[src/rslt_ram.sv]
// generic ram with one write port and one registered read port
`timescale 1ns / 1ps

module rslt_ram #(
  parameter int WIDTH = 8,
  parameter int DEPTH = 64
) (
  input  logic                     clk,
  input  logic                     we,
  input  logic [$clog2(DEPTH)-1:0] waddr,
  input  logic [WIDTH-1:0]         wdata,
  input  logic [$clog2(DEPTH)-1:0] raddr,
  output logic [WIDTH-1:0]         rdata
);

  logic [WIDTH-1:0] mem [DEPTH];

  // write port
  always_ff @(posedge clk) begin
    if (we) begin
      mem[waddr] <= wdata;
    end
  end

  // registered read port
  always_ff @(posedge clk) begin
    rdata <= mem[raddr];
  end

endmodule

[config.mk]
export PLATFORM = sky130hd
export DESIGN_NAME = rslt_ram
export DESIGN_NICKNAME = d
export VERILOG_FILES = /design/src/rslt_ram.sv
export SDC_FILE = /design/constraint.sdc
export NUM_CORES = 1
export LEC_CHECK = 0
export BUFFER_PORTS_ARGS = -buffer_cell sky130_fd_sc_hd__buf_2
export CAP_MARGIN = 20
export CORE_MARGIN = 3
export CORE_UTILIZATION = 31
export DETAILED_ROUTE_END_ITERATION = 6
export PLACE_DENSITY_LB_ADDON = 0.1
export SYNTH_ARGS = -nofsm -noshare
export SYNTH_HDL_FRONTEND = slang
export SYNTH_SLANG_ARGS = --single-unit
[constraint.sdc]
create_clock -name clk -period 2.77 [get_ports clk]
set_input_delay 0.277 -clock clk [delete_from_list [all_inputs] [get_ports clk]]
set_output_delay 0.277 -clock clk [all_outputs]
set_load 0.01 [all_outputs]
Yosys cells after proc, flatten, opt, wreduce, memory -nomap -nowiden
Memories as Yosys holds them, arrays and structs flattened. A register that Yosys moved wholly into a read port is not among the register bits.
Cells that the tools add are included.
{ "op_classes": {"mux": 2} }
{ "op_table": {"columns": ["op", "count"], "rows": [
  ["1-bit two-way mux", 2]
]} }
{ "word_totals": {"ram_bits": 512, "register_bits": 0, "n_memories": 1} }
{ "mem_list": {"columns": ["memory", "depth", "word_bits", "rd", "rd_ports_with_merged_regs", "write_ports", "line_no", "text"], "rows": [
  ["mem", 64, 8, 1, 1, 1, "16", "logic [WIDTH-1:0] mem [DEPTH];"]
]} }

Logic depth before layout (Yosys ltp)
Gate-level depths: netlist of the first run.
{ "depth": {"word_depth": 2, "mapped_depth": 9, "mapped_depth_nobuf": 5} }

Worst setup path before layout of the first run
No wires, ideal clock.
{ "synth_path": {"kind": "input to register", "from": "input raddr[1]", "to": "register rdata[3] (read register of mem)", "slack_ns": 0.825, "stages": 7, "setup_ns": 0.128, "arrival_time_ns": 1.817, "cell_sequence": "buf_4 -> buf_2 -> buf_2 -> mux4_2 -> mux4_2 -> o21ai_1 -> o41ai_1"} }
{ "synth_rtl": {"columns": ["element", "line_no", "text"], "rows": [
  ["from (decl)", "12", "input logic [$clog2(DEPTH)-1:0] raddr,"],
  ["to (decl)", "13", "output logic [WIDTH-1:0] rdata"]
]} }

==> results of run 1 <==
[flip-flops by register name, summed over array words and instances, names as in the netlist]
name and flops:
rdata 8, mem 512
[kinds of logic after synthesis]
group	after synthesis	synth area share, %
DFF	520	77.0
muxes	162	15.9
and+or+nand+nor	153	3.39
AOI/OAI and AO/OA	54	2.07
buffers and inverters	51	1.57
[per-layer routing]
metal,up-vias,global-route usage (%)
met5,-,0
met4,4,3.83
met2,191,25.3
li1,4258,-
met1,5341,22.6
met3,70,2.48
[final timing paths]
path                                  from         end  slack, ps  cells past startpoint
worst max-delay path            mem[16][6]    rdata[6]        670                      5
worst min-delay path              wdata[4]  mem[45][4]         70                      1
worst max register to register  mem[16][6]    rdata[6]        670                      5
worst min register to register  mem[30][4]    rdata[4]        840                      3
[layout make-up]
class                      instances  area [µm²]
tap                              846        1060
timing repair buffer             149        1190
clock inverter                    33         298
multi-input combinational        369        4320
clock buffer                      71        1520
fill                            5755       39700
antenna                            2        5.00
sequential                       520       15500
[worst register-to-register path: cells and delay by family, from the launching register on]
family | cells | cell delay (ps)
muxes | 2 | 720
and+or+nand+nor | 1 | 450
AOI/OAI and AO/OA | 2 | 430
DFF | 1 | 380
[cells in the final DEF, fill, tap and decap left out, types with 3 or more instances in the layout]
cell type and count:
clkbuf_1 12, buf_12 10, a21oi_1 3, o22ai_1 8, nor2b_1 14, bufinv_16 5
buf_2 26, mux4_2 126, clkinv_1 12, o2bb2ai_1 3, mux2_2 13, nand2b_1 7
mux2i_1 23, nand3b_1 3, dfxtp_1 8, buf_4 112, o221ai_1 8, nor3_1 7
nor2_1 83, o2111ai_1 3, clkbuf_16 59, a211oi_1 4, edfxtp_1 512, nand3_1 13
a221oi_1 6, clkinv_2 10, nand2_1 19, a22oi_1 3
[power groups by stage]
stage	registers, mW	clock network, mW	logic (mW)
2_1_floorplan	8.90	0	0.464
3_3_place_gp	8.91	0	0.916
3_5_place_dp	8.91	0	0.920
4_1_cts	8.74	7.61	0.921
5_1_grt	8.74	7.96	0.968
6_report	8.74	7.38	0.898
[metrics by stage]
step	area [µm²]	power [mW]	cells	util (%)	worst slack, ps
after CTS	23900	17.3	1988	37.6	718
after global placement	22100	9.82	1884	34.7	289
after floorplan	20200	9.36	940	-	825
after global routing	23900	17.7	1989	37.6	640
final	23900	17.0	1990	37.6	666
after detailed placement	22100	9.83	1884	34.7	285
==> results.txt, run 1 <==
pin count of the biggest net entering global routing: 54
WL met2: 25300 µm
Startpoint Class: flop
power density over the cells: 711 nW/µm²
top post-synthesis cells by count: edfxtp_1, mux4_2, nor2_1
required time of the critical path: 3250 ps
Data arrival, critical path: 2580 ps
leading post-synthesis cells by cell area: edfxtp_1, mux4_2, nor2_1
WL met1: 24500 µm
skew final: 19.8 ps
CP endpoint kind: flop
IO Port Bufs: 29
final net count: 1119
Vias: 9864
Final Cycle Share: 76.0%
Crit Path Max Fanout: 1
Switch Pwr: 3.61 mW
most frequent cell after synthesis: edfxtp_1
first-iteration detailed-routing DRC count: 792
layout cells sized above 1: 32.4%
Synth Area per Inst: 21.5 µm²
vias in the first global route: 10227
Worst path top cell family by delay: multiplexers
grt ovf: 0
critical path's slowest cell: mux4_2
Die Y: 261 µm
logic gate share of total power: 5.3%
top cell type's share of synthesized area: 76.2%
Critical Path, Cell by Cell: mux4_2 -> mux2_2 -> o221a_2 -> nor3_1 -> o32ai_1
# IOs: 30
worst skew pair latency: 600 ps
FF+latch count, synth: 520
Setup TNS Final: 0 ps
DR top layer: met5
number of flops mapped to enable cells by yosys: 512
yosys warns: 0
clk sinks: 520
mapped cell area: 20200 µm²
Slew Viols, Final: 0
1st-pass router iterations: 5
WL/cell: 26.5 µm
Hold Violations, Final: 0
H-tree Lvls: 2
CTS buffer count: 57
largest area contributor in the netlist: edfxtp_1
Static Leak: 7.63 nW
Detail Placement HPWL: 33600 µm
DR vias/cell: 4.96
hold buffer count at cts: 0
ys async rst share: 0%
Die X: 261 µm
gpl congestion: 0.764
Post-CTS Setup Bufs: 0
Rel. slew slack: 48.0%
Clk pwr share: 43.3%
global-route wire length before repair: 76300 µm
DR WL met3: 2080 µm
Max VDD drop: 438 µV
sequential element share of the synthesized area: 77.0%
worst slew pin tran: 780 ps
core footprint: 63700 µm²
routed wire length: 52700 µm
Max Fclk: 475 MHz
Setup Crit Path Kind: reg -> reg
Main synth FF type: edfxtp_1
register share of total power: 51.4%
Hold Path Class: in -> reg
Resized Gates After CTS: 0
die area: 68100 µm²
# DRC: 0
Initial Utilization: 31.7%
Final min period: 2100 ps
antenna-violating nets left: 0
initial antenna violation count: 5
Max clock buf depth: 3
Synth Instances: 940
GRT Total Usage: 15.8%
WP buf/inv: 0
P_int: 13.4 mW
row cnt: 92
clock-pin slew on the worst setup and hold paths: 60 ps
syn_nets: 962
CTS tree: yes
CTS Root Cell: clkbuf_16
Hold WS: 73.2 ps
status: finished clean
RSZ-0062 raised after global routing: false
Sw Share: 21.2%
CP peak stage delay: 450 ps
area delta synth->final: 18.6%
Unique masters post-synth: 40
Setup-failing EPs final: 0
# Max-Cap Violations: 0
Note: power is estimated with default switching activity, not from simulation.
==> run 2, diff against run 1 <==
--- a/config.mk
+++ b/config.mk
@@ -5,6 +5,7 @@
 export SDC_FILE = /design/constraint.sdc
 export NUM_CORES = 1
 export LEC_CHECK = 0
+export ABC_AREA = 1
 export BUFFER_PORTS_ARGS = -buffer_cell sky130_fd_sc_hd__buf_2
 export CAP_MARGIN = 20
 export CORE_MARGIN = 3
==> constraint.sdc (replaced) <==
create_clock -name clk -period 1.9 [get_ports clk]
set_input_delay 0.19 -clock clk [delete_from_list [all_inputs] [get_ports clk]]
set_output_delay 0.19 -clock clk [all_outputs]
set_load 0.01 [all_outputs]
==> run 2 against run 1 <==
- power up 50%
- setup slack worse by 260 ps
- sequential share of layout area down 2.7 points
- area after synthesis up 5.8%
- largest cell class unchanged
==> results.txt, run 2 <==
vias in the first global route: 13780 (+35%)
Reg2Reg Depth: 8 (+3)
leading post-synthesis cells by cell area: edfxtp_1, nand2_1, nand3_1
dpl cell area: 23100 µm² (+4.4%)
routed wire length: 61900 µm (+17%)
# IOs: 30 (unchanged)
Hold Path Sink: mem[6][7]
clock-pin slew on the worst setup and hold paths: 60 ps (about the same)
grt ovf: 0 (unchanged)
pin count of the biggest net entering global routing: 78 (+44%)
WL/cell: 21.9 µm (-17%)
global-route wire length before repair: 91500 µm (+20%)
Slew Viols, Final: 0 (unchanged)
Max Fclk: 669 MHz
final net count: 1926 (+72%)
CTS buffer count: 58 (+1.8%)
Vias: 13843 (+40%)
fin cells: 2825 (+42%)
Hold Violations, Final: 0 (unchanged)
Data arrival, critical path: 1300 ps (-1280 ps)
power density over the cells: 1030 nW/µm² (+44%)
Reg with most FFs: mem
overall power: 25.6 mW (+50%)
FF-to-FF Start: mem[19][3]
1st-pass router iterations: 5 (unchanged)
Crit Reg-Reg Endpoint: rdata[3]
Rel. slew slack: 66.1% (+18 points)
pre-CTS setup slack: 103 ps (-182 ps)
R2R setup slack: 520 ps (-150 ps)
Final min period: 1490 ps
die area: 72000 µm² (+5.7%)
yosys warns: 0 (unchanged)
worst slew pin tran: 508 ps (-271 ps)
Unique masters post-synth: 16 (-60%)
Crit Path Max Fanout: 1 (unchanged)
max FFs per register: 512 (unchanged)
Die X: 268 µm (+2.8%)
skew final: 15.8 ps (-4.01 ps)
Final Cycle Share: 78.6%
CTS tree: yes
design area: 25000 µm² (+4.4%)
clk sinks: 520 (unchanged)
DR vias/cell: 4.90 (-1.1%)
mapped cell area: 21300 µm² (+5.8%)
WHS Path Cells: 1 (unchanged)
largest area contributor in the netlist: edfxtp_1
top post-synthesis cells by count: nand2_1, edfxtp_1, nand3_1
top flop regs: mem x512, rdata x8
initial antenna violation count: 2 (-3)
core footprint: 67600 µm² (+6.2%)
H-tree Lvls: 2 (unchanged)
status: finished clean
commonest non-fill, non-tap cell in the layout: nand2_1
# DRC: 0 (unchanged)
worst skew pair latency: 620 ps (+20 ps)
Max clock buf depth: 3 (unchanged)
Max VDD drop: 744 µV (+70%)
FF+latch count, synth: 520 (unchanged)
Hold Path Class: in -> reg
Hold WS: 38.3 ps (-34.9 ps)
GRT Total Usage: 17.2% (+1.5 points)
fillers: 6582 (+14%)
post-layout util: 36.9% (-0.67 points)
WP buf/inv: 1 (+1)
Setup-failing EPs final: 0 (unchanged)
Worst path top cell family by delay: flip-flops
antenna-violating nets left: 0 (unchanged)
most frequent cell after synthesis: nand2_1
Static Leak: 9.05 nW (+19%)
Main synth FF type: edfxtp_1
Die Y: 268 µm (+2.8%)
# Max-Cap Violations: 0 (unchanged)
syn_nets: 1827 (+90%)
ys async rst share: 0% (unchanged)
gpl congestion: 0.776 (+1.5%)
Detail Placement HPWL: 35800 µm (+6.4%)
row cnt: 95 (+3.3%)
Setup TNS Final: 0 ps (unchanged)
CP endpoint kind: output pin
most frequent cells in the layout: nand2_1, edfxtp_1, nand3_1, buf_4, clkbuf_16
Setup Crit Path Kind: reg -> out
Critical Path, Cell by Cell: buf_2
layout cells sized above 1: 12.0% (-20 points)
critical path's slowest cell: dfxtp_1
fin worst setup slack: 406 ps (-260 ps)
required time of the critical path: 1710 ps (-1540 ps)
area delta synth->final: 17.0%
CTS Root Cell: clkbuf_16
Post-CTS Setup Bufs: 0 (unchanged)
number of flops mapped to enable cells by yosys: 512 (unchanged)
IO Port Bufs: 29 (unchanged)
sequential element share of the synthesized area: 72.8% (-4.2 points)
Startpoint Class: flop
Initial Utilization: 31.6% (-0.13 points)
top cell type's share of synthesized area: 72.0% (-4.2 points)
CP peak stage delay: 480 ps (+30 ps)
Synth Instances: 1805 (+92%)
Synth Area per Inst: 11.8 µm² (-45%)
Hold Startpoint: wdata[7]
first-iteration detailed-routing DRC count: 1104 (+39%)
DP Cell Count: 2716 (+44%)
RSZ-0062 raised after global routing: false
## run 2: repair_timing
item / CTS / global route
hold buffers: 1 / 0
hold endpoints to repair: 5 / 0
resized for setup: 0 / 0
## run 2: power by group
group	internal, mW	switching [mW]	leakage (nW)
Combinational	0.467	1.20	3.46
Sequential	12.7	0.0580	4.67
Clock	6.61	4.57	0.924
Total	19.8	5.82	9.05
## run 2: cell type report
type                    count  area [µm²]  area share [%]
diodes                      1        2.50          0.0100
clock buffers              71        1520            6.09
clock inverters            36         367            1.47
inverters                  12        55.1           0.221
multi-input cells        1160        4950            19.8
flip-flops and latches    520       15500            62.2
well taps                 873        1090            4.38
repair buffers            152        1450            5.79
## run 2: how the worst max path moves through the flow
stage              from          to  slack (ps)  cells after the start
4_1_cts        rdata[7]    rdata[7]         360                      1
5_1_grt        rdata[3]    rdata[3]         330                      1
3_5_place_dp   raddr[0]    rdata[4]         100                     12
2_1_floorplan        we  mem[48][0]         -60                      3
6_report       rdata[7]    rdata[7]         410                      1
3_3_place_gp   raddr[0]    rdata[4]         120                     12
## run 2: layer usage
layer | share of wire [%] | wire (µm) | track usage, %
met1 | 48 | 29800 | 25.4
met3 | 5.2 | 3200 | 2.59
met4 | 2.5 | 1550 | 4.88
met2 | 44 | 27300 | 26.5
met5 | 0 | 0 | 0
## run 2: logic make-up after synthesis
| logic type | share of synthesized area, % |
|---|---|
| buffers and inverters | 4.02 |
| DFF | 72.8 |
| and+or+nand+nor | 23.2 |
